## src/rtl/fsfa_pkg.sv

```systemverilog
// Shared types and constants for the fixed-step frame accumulator.
// Used by the channel interfaces, the controller, the datapath and the top level.
// Depends on nothing.
package fsfa_pkg;

   localparam int unsigned TIME_W = 63;
   localparam int unsigned WORD_W = 64;

   localparam logic [TIME_W-1:0] TIMESTEP_RESET = 63'd16666667;

   // The divider produces one quotient bit per cycle, the multiplier takes one
   // multiplier bit per cycle.
   localparam int unsigned DIV_STEPS  = TIME_W;
   localparam int unsigned MUL_STEPS  = WORD_W;
   localparam int unsigned STEP_CNT_W = 6;
   localparam logic [STEP_CNT_W-1:0] DIV_LAST = STEP_CNT_W'(DIV_STEPS - 1);
   localparam logic [STEP_CNT_W-1:0] MUL_LAST = STEP_CNT_W'(MUL_STEPS - 1);
   localparam logic [STEP_CNT_W-1:0] CNT_ONE  = STEP_CNT_W'(1);

   // Action codes carried by a request transaction.
   localparam logic [1:0] ACT_STEP    = 2'd0;
   localparam logic [1:0] ACT_ACCUM   = 2'd1;
   localparam logic [1:0] ACT_CONSUME = 2'd2;
   localparam logic [1:0] ACT_RESEED  = 2'd3;

   // Status codes carried by a response transaction.
   localparam logic [1:0] STS_OK        = 2'd0;
   localparam logic [1:0] STS_FRAME_OVF = 2'd1;
   localparam logic [1:0] STS_SIM_OVF   = 2'd2;
   localparam logic [1:0] STS_ACC_OVF   = 2'd3;

   typedef enum logic [2:0] {
      S_IDLE,
      S_CHECK,
      S_DIVIDE,
      S_DIV_DONE,
      S_MULTIPLY,
      S_MUL_DONE,
      S_FINISH
   } state_type;

   // What the datapath writes back into the architectural state on commit.
   typedef enum logic [2:0] {
      CMT_KEEP,
      CMT_CLEAR,
      CMT_CONSUME,
      CMT_STEP,
      CMT_ACCUM
   } commit_kind_type;

   typedef struct packed {
      logic            load_item;
      logic            div_start;
      logic            div_step;
      logic            mul_start;
      logic            mul_step;
      logic            commit;
      commit_kind_type kind;
      logic [1:0]      status;
   } dp_cmd_type;

   typedef struct packed {
      logic [1:0] action;
      logic       elapsed_skip;
      logic       acc_ovf;
      logic       cand_zero;
      logic       frame_ovf;
      logic       sim_ovf;
      logic       out_free;
   } dp_stat_type;

endpackage

```

## src/rtl/fsfa_if.sv

```systemverilog
// Valid/ready channel interfaces for the fixed-step frame accumulator:
// request, response and timestep register write.
// Depends on fsfa_pkg.
interface fsfa_req_if;
   logic                           valid;
   logic                           ready;
   logic [1:0]                     action;
   logic [fsfa_pkg::WORD_W-1:0]    frame_count_in;
   logic signed [fsfa_pkg::WORD_W-1:0] elapsed_ns;
   logic [fsfa_pkg::WORD_W-1:0]    new_seed;

   modport source (output valid, action, frame_count_in, elapsed_ns, new_seed,
                   input ready);
   modport sink (input valid, action, frame_count_in, elapsed_ns, new_seed,
                 output ready);
endinterface

interface fsfa_rsp_if;
   logic                        valid;
   logic                        ready;
   logic [fsfa_pkg::TIME_W-1:0] frames_available;
   logic [fsfa_pkg::WORD_W-1:0] frame_number;
   logic [fsfa_pkg::TIME_W-1:0] sim_time_ns;
   logic [fsfa_pkg::TIME_W-1:0] remainder_ns;
   logic [fsfa_pkg::WORD_W-1:0] seed_out;
   logic [1:0]                  status;

   modport source (output valid, frames_available, frame_number, sim_time_ns,
                   remainder_ns, seed_out, status, input ready);
   modport sink (input valid, frames_available, frame_number, sim_time_ns,
                 remainder_ns, seed_out, status, output ready);
endinterface

interface fsfa_csr_if;
   logic                        valid;
   logic                        ready;
   logic [fsfa_pkg::TIME_W-1:0] timestep_ns;

   modport source (output valid, timestep_ns, input ready);
   modport sink (input valid, timestep_ns, output ready);
endinterface

```

## src/rtl/fsfa_ctrl.sv

```systemverilog
// Sequencing state machine of the fixed-step frame accumulator.
// Drives the datapath by command struct and reads its status struct.
// Depends on fsfa_pkg.
module fsfa_ctrl (
   input  logic                  clock,
   input  logic                  reset,
   input  logic                  req_valid,
   output logic                  req_ready,
   input  fsfa_pkg::dp_stat_type stat,
   output fsfa_pkg::dp_cmd_type  cmd
);

   fsfa_pkg::state_type                 state_ff, state_in;
   logic [fsfa_pkg::STEP_CNT_W-1:0]     cnt_ff, cnt_in;
   logic [1:0]                          status_ff, status_in;
   fsfa_pkg::commit_kind_type           kind_ff, kind_in;

   always_ff @(posedge clock) begin
      if (reset) begin
         state_ff  <= fsfa_pkg::S_IDLE;
         cnt_ff    <= '0;
         status_ff <= fsfa_pkg::STS_OK;
         kind_ff   <= fsfa_pkg::CMT_KEEP;
      end else begin
         state_ff  <= state_in;
         cnt_ff    <= cnt_in;
         status_ff <= status_in;
         kind_ff   <= kind_in;
      end
   end

   // Next state.
   always_comb begin
      state_in = state_ff;
      unique case (state_ff)
         fsfa_pkg::S_IDLE: begin
            if (req_valid) state_in = fsfa_pkg::S_CHECK;
         end
         fsfa_pkg::S_CHECK: begin
            if (stat.action == fsfa_pkg::ACT_RESEED) begin
               state_in = fsfa_pkg::S_FINISH;
            end else if (stat.action == fsfa_pkg::ACT_STEP) begin
               if (stat.cand_zero || stat.frame_ovf) state_in = fsfa_pkg::S_FINISH;
               else state_in = fsfa_pkg::S_MULTIPLY;
            end else begin
               if (stat.elapsed_skip || stat.acc_ovf) state_in = fsfa_pkg::S_FINISH;
               else state_in = fsfa_pkg::S_DIVIDE;
            end
         end
         fsfa_pkg::S_DIVIDE: begin
            if (cnt_ff == fsfa_pkg::DIV_LAST) state_in = fsfa_pkg::S_DIV_DONE;
         end
         fsfa_pkg::S_DIV_DONE: begin
            if (stat.action == fsfa_pkg::ACT_CONSUME || stat.cand_zero || stat.frame_ovf) begin
               state_in = fsfa_pkg::S_FINISH;
            end else begin
               state_in = fsfa_pkg::S_MULTIPLY;
            end
         end
         fsfa_pkg::S_MULTIPLY: begin
            if (cnt_ff == fsfa_pkg::MUL_LAST) state_in = fsfa_pkg::S_MUL_DONE;
         end
         fsfa_pkg::S_MUL_DONE: begin
            state_in = fsfa_pkg::S_FINISH;
         end
         fsfa_pkg::S_FINISH: begin
            if (stat.out_free) state_in = fsfa_pkg::S_IDLE;
         end
         default: state_in = fsfa_pkg::S_IDLE;
      endcase
   end

   // Outputs, step counter and the commit plan.
   always_comb begin
      req_ready     = 1'b0;
      cmd           = '0;
      cmd.kind      = kind_ff;
      cmd.status    = status_ff;
      cnt_in        = '0;
      status_in     = status_ff;
      kind_in       = kind_ff;
      unique case (state_ff)
         fsfa_pkg::S_IDLE: begin
            req_ready     = 1'b1;
            cmd.load_item = req_valid;
            status_in     = fsfa_pkg::STS_OK;
            kind_in       = fsfa_pkg::CMT_KEEP;
         end
         fsfa_pkg::S_CHECK: begin
            cmd.div_start = 1'b1;
            cmd.mul_start = 1'b1;
            if (stat.action == fsfa_pkg::ACT_RESEED) begin
               kind_in = fsfa_pkg::CMT_CLEAR;
            end else if (stat.action == fsfa_pkg::ACT_STEP) begin
               if (!stat.cand_zero && stat.frame_ovf) status_in = fsfa_pkg::STS_FRAME_OVF;
            end else begin
               if (!stat.elapsed_skip && stat.acc_ovf) status_in = fsfa_pkg::STS_ACC_OVF;
            end
         end
         fsfa_pkg::S_DIVIDE: begin
            cmd.div_step = 1'b1;
            cnt_in       = cnt_ff + fsfa_pkg::CNT_ONE;
         end
         fsfa_pkg::S_DIV_DONE: begin
            cmd.mul_start = 1'b1;
            if (stat.action == fsfa_pkg::ACT_CONSUME || stat.cand_zero) begin
               kind_in = fsfa_pkg::CMT_CONSUME;
            end else if (stat.frame_ovf) begin
               // The remainder rolls back: nothing is written.
               status_in = fsfa_pkg::STS_FRAME_OVF;
            end
         end
         fsfa_pkg::S_MULTIPLY: begin
            cmd.mul_step = 1'b1;
            cnt_in       = cnt_ff + fsfa_pkg::CNT_ONE;
         end
         fsfa_pkg::S_MUL_DONE: begin
            if (stat.sim_ovf) begin
               status_in = fsfa_pkg::STS_SIM_OVF;
            end else if (stat.action == fsfa_pkg::ACT_STEP) begin
               kind_in = fsfa_pkg::CMT_STEP;
            end else begin
               kind_in = fsfa_pkg::CMT_ACCUM;
            end
         end
         fsfa_pkg::S_FINISH: begin
            cmd.commit = stat.out_free;
         end
         default: begin
            req_ready = 1'b0;
         end
      endcase
   end

endmodule

```

## src/rtl/fsfa_datapath.sv

```systemverilog
// Datapath of the fixed-step frame accumulator: architectural state, timestep
// register, bit-serial divider and multiplier, and the response register.
// Depends on fsfa_pkg.
module fsfa_datapath (
   input  logic                                clock,
   input  logic                                reset,
   input  fsfa_pkg::dp_cmd_type                cmd,
   output fsfa_pkg::dp_stat_type               stat,
   input  logic [1:0]                          req_action,
   input  logic [fsfa_pkg::WORD_W-1:0]         req_frame_count_in,
   input  logic signed [fsfa_pkg::WORD_W-1:0]  req_elapsed_ns,
   input  logic [fsfa_pkg::WORD_W-1:0]         req_new_seed,
   input  logic                                csr_valid,
   input  logic [fsfa_pkg::TIME_W-1:0]         csr_timestep_ns,
   output logic                                rsp_valid,
   input  logic                                rsp_ready,
   output logic [fsfa_pkg::TIME_W-1:0]         rsp_frames_available,
   output logic [fsfa_pkg::WORD_W-1:0]         rsp_frame_number,
   output logic [fsfa_pkg::TIME_W-1:0]         rsp_sim_time_ns,
   output logic [fsfa_pkg::TIME_W-1:0]         rsp_remainder_ns,
   output logic [fsfa_pkg::WORD_W-1:0]         rsp_seed_out,
   output logic [1:0]                          rsp_status
);

   localparam int unsigned TW = fsfa_pkg::TIME_W;
   localparam int unsigned WW = fsfa_pkg::WORD_W;

   // Architectural state.
   logic [TW-1:0] ts_ff;
   logic [WW-1:0] fc_ff, fc_in;
   logic [TW-1:0] sim_ff, sim_in;
   logic [TW-1:0] rem_ff, rem_in;
   logic [WW-1:0] seed_ff, seed_in;

   // Latched request.
   logic [1:0]           action_ff;
   logic [WW-1:0]        count_ff;
   logic signed [WW-1:0] elapsed_ff;
   logic [WW-1:0]        new_seed_ff;

   // Shift-subtract divider and shift-add multiplier.
   logic [TW-1:0] div_rem_ff, div_rem_in;
   logic [TW-1:0] div_quo_ff, div_quo_in;
   logic [TW-1:0] mul_acc_ff, mul_acc_in;
   logic [WW-1:0] mul_opd_ff, mul_opd_in;
   logic          mul_ovf_ff, mul_ovf_in;

   // Response register.
   logic          rsp_valid_ff, rsp_valid_in;
   logic [TW-1:0] rsp_frames_ff;
   logic [WW-1:0] rsp_fc_ff;
   logic [TW-1:0] rsp_sim_ff;
   logic [TW-1:0] rsp_rem_ff;
   logic [WW-1:0] rsp_seed_ff;
   logic [1:0]    rsp_status_ff;

   logic [WW-1:0] el_sum;
   logic [WW-1:0] cand;
   logic [WW:0]   fc_sum;
   logic [WW-1:0] sim_sum;
   logic [WW-1:0] div_shift;
   logic [WW:0]   div_diff;
   logic          div_ge;
   logic [WW:0]   mul_sum;
   logic [TW-1:0] frames;
   logic          out_free;

   // Wall-time remainder plus elapsed time; the top bit flags accumulator overflow.
   assign el_sum = {1'b0, rem_ff} + {1'b0, elapsed_ff[TW-1:0]};

   // Frames to advance: the count for a step, the quotient for an accumulate.
   assign cand   = (action_ff == fsfa_pkg::ACT_ACCUM) ? {1'b0, div_quo_ff} : count_ff;
   assign fc_sum = {1'b0, fc_ff} + {1'b0, cand};

   // Simulated time plus count times timestep; a carry means the 63-bit range is exceeded.
   assign sim_sum = {1'b0, sim_ff} + {1'b0, mul_acc_ff};

   assign div_shift = {div_rem_ff, div_quo_ff[TW-1]};
   assign div_diff  = {1'b0, div_shift} - {2'b00, ts_ff};
   assign div_ge    = !div_diff[WW];

   assign mul_sum = {1'b0, mul_acc_ff, 1'b0} +
                    (mul_opd_ff[WW-1] ? {2'b00, ts_ff} : {(WW+1){1'b0}});

   assign out_free = !rsp_valid_ff || rsp_ready;

   always_comb begin
      stat.action       = action_ff;
      stat.elapsed_skip = elapsed_ff[WW-1] || (elapsed_ff == '0);
      stat.acc_ovf      = el_sum[WW-1];
      stat.cand_zero    = (cand == '0);
      stat.frame_ovf    = fc_sum[WW];
      stat.sim_ovf      = mul_ovf_ff || sim_sum[WW-1];
      stat.out_free     = out_free;
   end

   always_comb begin
      div_rem_in = div_rem_ff;
      div_quo_in = div_quo_ff;
      if (cmd.div_start) begin
         div_rem_in = '0;
         div_quo_in = el_sum[TW-1:0];
      end else if (cmd.div_step) begin
         div_rem_in = div_ge ? div_diff[TW-1:0] : div_shift[TW-1:0];
         div_quo_in = {div_quo_ff[TW-2:0], div_ge};
      end
   end

   always_comb begin
      mul_acc_in = mul_acc_ff;
      mul_opd_in = mul_opd_ff;
      mul_ovf_in = mul_ovf_ff;
      if (cmd.mul_start) begin
         mul_acc_in = '0;
         mul_opd_in = cand;
         mul_ovf_in = 1'b0;
      end else if (cmd.mul_step) begin
         mul_acc_in = mul_sum[TW-1:0];
         mul_opd_in = {mul_opd_ff[WW-2:0], 1'b0};
         mul_ovf_in = mul_ovf_ff || mul_sum[WW] || mul_sum[WW-1];
      end
   end

   always_comb begin
      fc_in   = fc_ff;
      sim_in  = sim_ff;
      rem_in  = rem_ff;
      seed_in = seed_ff;
      frames  = '0;
      case (cmd.kind)
         fsfa_pkg::CMT_CLEAR: begin
            fc_in   = '0;
            sim_in  = '0;
            rem_in  = '0;
            seed_in = new_seed_ff;
         end
         fsfa_pkg::CMT_CONSUME: begin
            rem_in = div_rem_ff;
            frames = div_quo_ff;
         end
         fsfa_pkg::CMT_STEP: begin
            fc_in  = fc_sum[WW-1:0];
            sim_in = sim_sum[TW-1:0];
         end
         fsfa_pkg::CMT_ACCUM: begin
            fc_in  = fc_sum[WW-1:0];
            sim_in = sim_sum[TW-1:0];
            rem_in = div_rem_ff;
            frames = div_quo_ff;
         end
         default: begin
            frames = '0;
         end
      endcase
   end

   always_comb begin
      rsp_valid_in = rsp_valid_ff;
      if (cmd.commit) rsp_valid_in = 1'b1;
      else if (rsp_ready) rsp_valid_in = 1'b0;
   end

   always_ff @(posedge clock) begin
      if (reset) begin
         ts_ff        <= fsfa_pkg::TIMESTEP_RESET;
         fc_ff        <= '0;
         sim_ff       <= '0;
         rem_ff       <= '0;
         seed_ff      <= '0;
         rsp_valid_ff <= 1'b0;
      end else begin
         // A zero timestep write is dropped so the divisor never becomes zero.
         if (csr_valid && csr_timestep_ns != '0) ts_ff <= csr_timestep_ns;
         if (cmd.commit) begin
            fc_ff   <= fc_in;
            sim_ff  <= sim_in;
            rem_ff  <= rem_in;
            seed_ff <= seed_in;
         end
         rsp_valid_ff <= rsp_valid_in;
      end
   end

   always_ff @(posedge clock) begin
      if (cmd.load_item) begin
         action_ff   <= req_action;
         count_ff    <= req_frame_count_in;
         elapsed_ff  <= req_elapsed_ns;
         new_seed_ff <= req_new_seed;
      end
      div_rem_ff <= div_rem_in;
      div_quo_ff <= div_quo_in;
      mul_acc_ff <= mul_acc_in;
      mul_opd_ff <= mul_opd_in;
      mul_ovf_ff <= mul_ovf_in;
      if (cmd.commit) begin
         rsp_frames_ff <= frames;
         rsp_fc_ff     <= fc_in;
         rsp_sim_ff    <= sim_in;
         rsp_rem_ff    <= rem_in;
         rsp_seed_ff   <= seed_in;
         rsp_status_ff <= cmd.status;
      end
   end

   assign rsp_valid            = rsp_valid_ff;
   assign rsp_frames_available = rsp_frames_ff;
   assign rsp_frame_number     = rsp_fc_ff;
   assign rsp_sim_time_ns      = rsp_sim_ff;
   assign rsp_remainder_ns     = rsp_rem_ff;
   assign rsp_seed_out         = rsp_seed_ff;
   assign rsp_status           = rsp_status_ff;

endmodule

```

## src/rtl/fixed_step_frame_accumulator_top.sv

```systemverilog
// Top level of the fixed-step frame accumulator: controller plus datapath.
// Depends on fsfa_pkg, fsfa_if, fsfa_ctrl and fsfa_datapath.
//
//   Channel    Direction  Transaction carries
//   req_chan   in         action, frame_count_in, elapsed_ns, new_seed
//   rsp_chan   out        frames_available, frame_number, sim_time_ns,
//                         remainder_ns, seed_out, status
//   csr_chan   in         timestep_ns register write
//
// One request is worked on at a time. A reseed, an ignored request and one that
// fails an early overflow check go from the check state straight to the finish
// state; a consume runs the 63-step shift-subtract divider, a step the 64-step
// shift-add multiplier, and a full accumulate the divider and then the multiplier.
// A new request is accepted in the cycle after the previous response is loaded.
// Reset is synchronous and active high; it clears the counters and the seed and
// loads the default timestep of 16666667 ns.
// The response sits in an output register. While it waits for rsp_chan.ready
// the next request is still accepted and computed; only the final write-back
// waits for the register to free up, so no transaction is lost or repeated.
//
// The timestep register accepts a write on every cycle. Writes are expected
// only while the block is idle, and a write of zero leaves the register alone.
// Every overflow (frame counter, simulated time, or wall-time accumulator)
// is reported in status and leaves all state, the remainder included, as it
// was before the transaction.
module fixed_step_frame_accumulator_top (
   input logic        clock,
   input logic        reset,
   fsfa_req_if.sink   req_chan,
   fsfa_rsp_if.source rsp_chan,
   fsfa_csr_if.sink   csr_chan
);

   fsfa_pkg::dp_cmd_type  cmd;
   fsfa_pkg::dp_stat_type stat;
   logic                  req_ready;

   // The controller sequences each transaction through the check, divide and
   // multiply phases that its action needs and tells the datapath what to commit.
   fsfa_ctrl u_ctrl (
      .clock     (clock),
      .reset     (reset),
      .req_valid (req_chan.valid),
      .req_ready (req_ready),
      .stat      (stat),
      .cmd       (cmd)
   );

   // The datapath holds the state, the arithmetic units and the response register.
   fsfa_datapath u_datapath (
      .clock                (clock),
      .reset                (reset),
      .cmd                  (cmd),
      .stat                 (stat),
      .req_action           (req_chan.action),
      .req_frame_count_in   (req_chan.frame_count_in),
      .req_elapsed_ns       (req_chan.elapsed_ns),
      .req_new_seed         (req_chan.new_seed),
      .csr_valid            (csr_chan.valid),
      .csr_timestep_ns      (csr_chan.timestep_ns),
      .rsp_valid            (rsp_chan.valid),
      .rsp_ready            (rsp_chan.ready),
      .rsp_frames_available (rsp_chan.frames_available),
      .rsp_frame_number     (rsp_chan.frame_number),
      .rsp_sim_time_ns      (rsp_chan.sim_time_ns),
      .rsp_remainder_ns     (rsp_chan.remainder_ns),
      .rsp_seed_out         (rsp_chan.seed_out),
      .rsp_status           (rsp_chan.status)
   );

   assign req_chan.ready = req_ready;

   // The register write path never stalls.
   assign csr_chan.ready = 1'b1;

endmodule

```

## src/flat_wrapper.sv

```systemverilog
// flat-port wrapper written by rule: the top's interface ports become plain ports
module fixed_step_frame_accumulator_top_flat 
  (clock, reset, req_chan_valid, req_chan_action, req_chan_frame_count_in, req_chan_elapsed_ns, req_chan_new_seed, req_chan_ready, rsp_chan_valid, rsp_chan_frames_available, rsp_chan_frame_number, rsp_chan_sim_time_ns, rsp_chan_remainder_ns, rsp_chan_seed_out, rsp_chan_status, rsp_chan_ready, csr_chan_valid, csr_chan_timestep_ns, csr_chan_ready);
  fsfa_req_if req_chan_i ();
  fsfa_rsp_if rsp_chan_i ();
  fsfa_csr_if csr_chan_i ();
  input logic clock;
  input logic reset;
  input wire logic [$bits(req_chan_i.valid)-1:0] req_chan_valid;
  input wire logic [$bits(req_chan_i.action)-1:0] req_chan_action;
  input wire logic [$bits(req_chan_i.frame_count_in)-1:0] req_chan_frame_count_in;
  input wire logic [$bits(req_chan_i.elapsed_ns)-1:0] req_chan_elapsed_ns;
  input wire logic [$bits(req_chan_i.new_seed)-1:0] req_chan_new_seed;
  output wire logic [$bits(req_chan_i.ready)-1:0] req_chan_ready;
  output wire logic [$bits(rsp_chan_i.valid)-1:0] rsp_chan_valid;
  output wire logic [$bits(rsp_chan_i.frames_available)-1:0] rsp_chan_frames_available;
  output wire logic [$bits(rsp_chan_i.frame_number)-1:0] rsp_chan_frame_number;
  output wire logic [$bits(rsp_chan_i.sim_time_ns)-1:0] rsp_chan_sim_time_ns;
  output wire logic [$bits(rsp_chan_i.remainder_ns)-1:0] rsp_chan_remainder_ns;
  output wire logic [$bits(rsp_chan_i.seed_out)-1:0] rsp_chan_seed_out;
  output wire logic [$bits(rsp_chan_i.status)-1:0] rsp_chan_status;
  input wire logic [$bits(rsp_chan_i.ready)-1:0] rsp_chan_ready;
  input wire logic [$bits(csr_chan_i.valid)-1:0] csr_chan_valid;
  input wire logic [$bits(csr_chan_i.timestep_ns)-1:0] csr_chan_timestep_ns;
  output wire logic [$bits(csr_chan_i.ready)-1:0] csr_chan_ready;
  assign req_chan_i.valid = req_chan_valid;
  assign req_chan_i.action = req_chan_action;
  assign req_chan_i.frame_count_in = req_chan_frame_count_in;
  assign req_chan_i.elapsed_ns = req_chan_elapsed_ns;
  assign req_chan_i.new_seed = req_chan_new_seed;
  assign req_chan_ready = req_chan_i.ready;
  assign rsp_chan_valid = rsp_chan_i.valid;
  assign rsp_chan_frames_available = rsp_chan_i.frames_available;
  assign rsp_chan_frame_number = rsp_chan_i.frame_number;
  assign rsp_chan_sim_time_ns = rsp_chan_i.sim_time_ns;
  assign rsp_chan_remainder_ns = rsp_chan_i.remainder_ns;
  assign rsp_chan_seed_out = rsp_chan_i.seed_out;
  assign rsp_chan_status = rsp_chan_i.status;
  assign rsp_chan_i.ready = rsp_chan_ready;
  assign csr_chan_i.valid = csr_chan_valid;
  assign csr_chan_i.timestep_ns = csr_chan_timestep_ns;
  assign csr_chan_ready = csr_chan_i.ready;
  fixed_step_frame_accumulator_top u_core (.clock(clock), .reset(reset), .req_chan(req_chan_i), .rsp_chan(rsp_chan_i), .csr_chan(csr_chan_i));
endmodule
```

## config.mk

```make
export PLATFORM = sky130hd
export DESIGN_NAME = fixed_step_frame_accumulator_top_flat
export DESIGN_NICKNAME = d
export VERILOG_FILES = /design/src/rtl/fsfa_pkg.sv /design/src/rtl/fsfa_if.sv /design/src/rtl/fsfa_ctrl.sv /design/src/rtl/fsfa_datapath.sv /design/src/rtl/fixed_step_frame_accumulator_top.sv /design/src/flat_wrapper.sv
export SDC_FILE = /design/constraint.sdc
export NUM_CORES = 2
export LEC_CHECK = 0
export BUFFER_PORTS_ARGS = -buffer_cell sky130_fd_sc_hd__buf_2
export CAP_MARGIN = 20
export CORE_AREA = 5 5 480 293
export DETAILED_ROUTE_END_ITERATION = 8
export DIE_AREA = 0 0 485 298
export GPL_TIMING_DRIVEN = 0
export PLACE_DENSITY_LB_ADDON = 0.25
export SETUP_SLACK_MARGIN = 0.15
export SLEW_MARGIN = 0
export SYNTH_ARGS = -nofsm -noshare
export SYNTH_HDL_FRONTEND = slang
export SYNTH_HIERARCHICAL = 1
export SYNTH_SLANG_ARGS = --single-unit
```

## constraint.sdc

```tcl
create_clock -name clock -period 14.7 [get_ports clock]
set_clock_uncertainty 0.2 [all_clocks]
set_input_delay 0.735 -clock clock [delete_from_list [all_inputs] [get_ports clock]]
set_output_delay 0.735 -clock clock [all_outputs]
set_load 0.05 [all_outputs]
```

== Word-level counts from Yosys, hierarchy flattened ==
Cells that the tools add are included.

* Bitwise logic cells: 1
* Reductions and logical operators: 33
* Shift-type cells: 0
* Add/subtract/negate cells: 6
* Divide/modulo/power cells: 0
* Equal/unequal tests: 28
* $mul: 0
* Mux-type cells: 43
* $lt $le $gt $ge: 0

{| class="wikitable"
|+ Operator list
! operator !! count
|-
| 64-bit 2-to-1 mux || 4
|-
| 63-bit 2-to-1 mux || 4
|-
| 63-bit case mux with 2 select lines || 2
|-
| 63-bit by 63-bit adder with 64-bit output || 2
|-
| 64-bit logical NOT || 2
|-
| 64-bit case mux with 2 select lines || 1
|-
| 64-bit by 63-bit adder with 65-bit output || 1
|-
| 64-bit by 64-bit adder with 65-bit output || 1
|-
| 64-bit by 63-bit subtractor with 65-bit output || 1
|-
| 63-bit nonzero test || 1
|-
| 3-bit 2-to-1 mux || 11
|-
| 3-bit case mux with 7 select lines || 1
|-
| 2-bit != test (second input constant) || 10
|-
| 2-bit 2-to-1 mux || 9
|-
| 3-bit by 2-bit equality test with 1-bit output (second input constant) || 4
|-
| 3-bit equality test (second input constant) || 4
|-
| 6-bit equality test (second input constant) || 2
|-
| 3-bit case mux with 4 select lines || 1
|-
| 2-bit OR reduction || 5
|-
| 1-bit logical OR || 9
|-
| 1-bit 2-to-1 mux || 9
|-
| 2-bit case mux with 4 select lines || 1
|-
| 4-bit AND reduction || 2
|-
| 7-bit AND reduction || 1
|-
| other kinds (13) || 23
|}

* Memories kept: 0
* Latch bits: 0
* Bits of input ports: 262
* RAM bits: 0
* Word-level logic and storage cells: 136
* Memory bits (read-only): 0
* Register bits: 1099
* Output and inout port bits: 322

== Depth between registers and ports, before layout ==
* Word-level depth: 9
* Mapped depth: 23
* Mapped depth without buffers: 21

== Modules after synthesis ==
The synthesis kept the hierarchy.

{| class="wikitable"
|+ By module, submodules not included
! module !! cells each !! area each (sq um) !! times used !! sequential area each (sq um)
|-
| fsfa_datapath || 6208 || 59757.3 || 1 || 28127.0
|-
| fsfa_ctrl || 94 || 830.8 || 1 || 280.3
|-
| fixed_step_frame_accumulator_top || 2 || 11.3 || 1 || 0.0
|}

== Worst setup path after synthesis ==
OpenSTA, ideal clock, no wires.

* Path kind: input-to-reg
* Start point: input port rsp_chan_ready
* End point: register u_core.u_datapath.fc_ff[26]
* Arrival: 9.701 ns
* Library setup time: 0.060 ns
* Path buffers: 3
* Setup slack: 4.740 ns
* Cell stages on the path: 8
* Data required time: 14.440 ns
* Path through: nand2b_1 > buf_4 > and4_1 > clkbuf_1 > inv_1 > nor3_1 > clkbuf_1 > a22o_1

{| class="wikitable"
|+ RTL lines
! element !! line !! RTL
|-
| start: declaration || flat_wrapper.sv:22 || <nowiki>input wire logic [$bits(rsp_chan_i.ready)-1:0] rsp_chan_ready;</nowiki>
|-
| end signal: assignment || fsfa_datapath.sv:175 || <nowiki>fc_ff <= fc_in;</nowiki>
|-
| end: declaration || fsfa_datapath.sv:30 || <nowiki>logic [WW-1:0] fc_ff, fc_in;</nowiki>
|}

==> key figures <==
Floorplanning
  • Die height: 298 µm
  • I/O pin count: 584
  • Rows: 105
  • Initial Util: 0.447
  • Core Area: 0.136 mm²
  • Die width: 485 µm
  • DIE AREA: 0.145 mm²

Clocking
  • CTS Buffer Depth: 3
  • H-Tree Depth: 3
  • CTS Sinks: 1099
  • Clk_lat worst skew: 0.76 ns
  • Post-CTS setup repair buffer count: 0
  • TritonCTS Buffers: 106
  • Reg clk slew, reported paths: 0.07 ns
  • CTS tree: done
  • Root buf cell: clkbuf_16
  • Post_cts resized: 0
  • Hold buffers post-CTS: 197

Placement
  • Inst Count DP: 8721
  • Port buffer count: 582
  • Dpl cell area: 0.0662 mm²
  • Setup WS pre-CTS: 7.23 ns
  • Post-DP HPWL: 188 mm
  • Final GP Congestion: 1.01

Drt
  • Vias per inst: 6.03
  • First-pass DRT Iterations: 7
  • Drt initial violations: 7466
  • Post-DR wirelength/cell: 26.1 µm
  • # DRC: 0
  • Antenna-violating nets left: 0
  • Drt total wl: 238 mm
  • DR vias: 55000

STA
  • Final setup vio count: 0
  • Slew HR: 0.178
  • Clock period minus worst slack: 7.66 ns
  • Fin worst setup slack: 7.04 ns
  • Final hold vios: 0
  • RSZ-0062 raised after global routing: false
  • Setup TNS: 0 ns
  • Worst Hold Slack: 0.0563 ns
  • Period utilization: 0.521
  • Worst slew pin tran: 1.23 ns
  • F_max: 0.131 GHz
  • Final Max Slew Viols: 0

Cells and area
  • Layout cells sized above 1: 0.124
  • Final Instance Area: 0.0718 mm²
  • Filler Cell Count: 12300
  • Final Util: 0.529
  • Nets: 7804
  • Finished Layout Cells: 9125
  • Layout area overhead: 18.4%

Synth
  • Yosys reg bits: 1099
  • Mapped Avg Cell Area: 9.61 µm²
  • Synthesized Nets: 6895
  • Main flop type after synthesis: edfxtp_1
  • Post-synth cell types: 99
  • Mapped Area: 0.0606 mm²
  • Yosys warns: 6
  • Share of Yosys cell area claimed by the top area cell type: 0.317
  • EDFF count, synth: 640
  • Top cells by count, synth: nand2_1 (740), edfxtp_1 (640), nor2_1 (613), a21oi_1 (480), dfxtp_1 (459)
  • Post-synthesis sequential area ratio: 0.469
  • Async S/R FF share, synth: 0
  • Ranking of synthesized cells by area: edfxtp_1 (32%), dfxtp_1 (15%), ha_1 (6.7%)
  • Synth area leader: edfxtp_1
  • Most frequent cell after synthesis: nand2_1
  • Cells after Synth: 6304

Critical path
  • R2r setup slk: 7.04 ns
  • Critical path type: register to register
  • Worst Path Arrival: 8.11 ns
  • CP Launch Type: register
  • Reg2reg start: u_core/u_datapath/action_ff[0]
  • Critical Path RT: 15.15 ns
  • CP max FO: 10
  • Capture point of the worst reg-to-reg path: u_core/u_ctrl/status_ff[0]
  • Critical Path End Type: register
  • Worst Setup SP: u_core/u_datapath/action_ff[0]
  • Register-to-Register Path Depth: 23

Global routing
  • Vias in the first global route: 50000
  • Pin count of the biggest net entering global routing: 69
  • GRT Total Usage: 0.314
  • GRT overflow: 0
  • Initial antenna violation count: 5
  • First-pass GRT wire length: 341 mm

Power and ir drop
  • Leak: 29.5 nW
  • Pwr Total: 12.9 mW
  • Maximum vdd drop: 0.000110 V
  • PD cells: 180 mW/mm²

Hold path
  • Hold Path Depth: 3
  • Path type of the worst min-delay path: primary input to register
  • Hold Startpoint: csr_chan_timestep_ns[41]
  • Worst hold path endpoint: u_core/u_datapath/ts_ff[41]

Status
  • Status: complete, no violations

Run
  • Max-Cap Viols: 0
==> cell usage in the layout, fill, tap and decap left out, types with 14 or more instances in the layout <==
cell	n
nand2_1	740
edfxtp_1	640
nor2_1	613
buf_2	603
a21oi_1	480
dfxtp_1	459
clkbuf_1	342
ha_1	324
o21ai_0	240
inv_1	213
nand3_1	202
dlygate4sd3_1	199
mux2i_1	192
xnor2_1	175
a21o_1	175
a311oi_1	162
and2_1	138
xor2_1	112
nand4_1	109
clkbuf_16	108
a22o_1	96
o21bai_1	69
mux2_2	66
a211oi_1	62
o21ai_1	58
nor3_1	55
nor4_1	55
o211ai_1	50
nand2b_1	44
o21a_1	38
nor2b_1	36
a31oi_1	34
and3_1	26
buf_1	25
o31ai_1	21
o41ai_1	15
clkinv_1	14
==> routing by layer <==
metal / vias to the layer above / global-route usage / part of all wire
met1: 26500 / 0.480 / 0.45
met5: - / 0 / 0
met4: 0 / 0.107 / 0.038
li1: 25000 / - / -
met3: 359 / 0.0723 / 0.12
met2: 3199 / 0.430 / 0.40
==> flip-flops by register name, indices dropped and copies added, names as in the netlist, 3 cells and up <==
name                                    count
u_core/u_datapath/ts_ff                    63
u_core/u_ctrl/state_ff                      3
u_core/u_datapath/div_rem_ff               63
u_core/u_datapath/rsp_frames_available     63
u_core/u_datapath/div_quo_ff               63
u_core/u_datapath/count_ff                 64
u_core/u_datapath/new_seed_ff              64
u_core/u_datapath/fc_ff                    64
u_core/u_datapath/mul_acc_ff               63
u_core/u_datapath/rsp_remainder_ns         63
u_core/u_datapath/mul_opd_ff               64
u_core/u_datapath/rsp_frame_number         64
u_core/u_ctrl/kind_ff                       3
u_core/u_datapath/rsp_sim_time_ns          63
u_core/u_datapath/sim_ff                   63
u_core/u_ctrl/cnt_ff                        6
u_core/u_datapath/rsp_seed_out             64
u_core/u_datapath/rem_ff                   63
u_core/u_datapath/seed_ff                  64
u_core/u_datapath/elapsed_ff               64
==> cell type report <==
cell class                      count  area, µm²  area share
Multi-Input combinational cell   4623      30000       0.418
Sequential cell                  1099      28400       0.396
Timing Repair Buffer              801       5300      0.0739
Clock buffer                      139       2890      0.0403
Tap cell                         1819       2280      0.0317
Buffer                            366       1420      0.0197
Inverter                          216        813      0.0113
Clock inverter                     61        673     0.00938
Antenna cell                        1       2.50   0.0000349
==> cells by family after synthesis <==
kind of cell	Yosys count	share of synthesized area
other	1	0.0000619
XOR/XNOR	287	0.0415
multiplexers	260	0.0443
buffers and inverters	582	0.0368
flip-flops	1099	0.469
AO/OA/AOI/OAI	1674	0.186
AND/OR/NAND/NOR	2072	0.154
adder cells (fa/ha/maj)	329	0.0685
==> worst max-delay path, stage by stage (launching register included) <==
cell,delay (ns)
edfxtp_1,0.51
nand2b_1,0.22
clkbuf_1,0.18
buf_1,0.61
buf_1,0.72
mux2i_1,0.73
inv_1,0.17
ha_1,0.32
buf_2,0.17
o211ai_1,0.13
a21oi_1,0.31
a21oi_1,0.16
o21ai_1,0.19
a31o_2,0.24
a211oi_2,0.10
nor2_1,0.36
a32o_1,0.31
a41oi_1,0.28
o21ai_1,0.22
o21a_1,0.35
or4b_4,0.52
o311ai_4,0.13
a21boi_0,0.18
o21ba_2,0.23
==> worst max-delay path by stage <==
stage / to / slack (ns)
2_1_floorplan: u_core/u_datapath/fc_ff[26] / 4.74
3_3_place_gp: u_core/u_datapath/fc_ff[40] / -0.74
3_5_place_dp: u_core/u_ctrl/status_ff[0] / 7.23
4_1_cts: u_core/u_ctrl/status_ff[1] / 7.18
5_1_grt: u_core/u_ctrl/status_ff[0] / 6.68
6_report: u_core/u_ctrl/status_ff[0] / 7.04
==> report_power, final <==
group / internal, mW / leakage [nW] / switching (mW) / total, mW
logic: 1.70 / 18.0 / 3.67 / 5.36
clock network: 1.55 / 1.71 / 1.31 / 2.86
registers: 4.08 / 9.81 / 0.633 / 4.72
(Power assumes the default switching activity.)
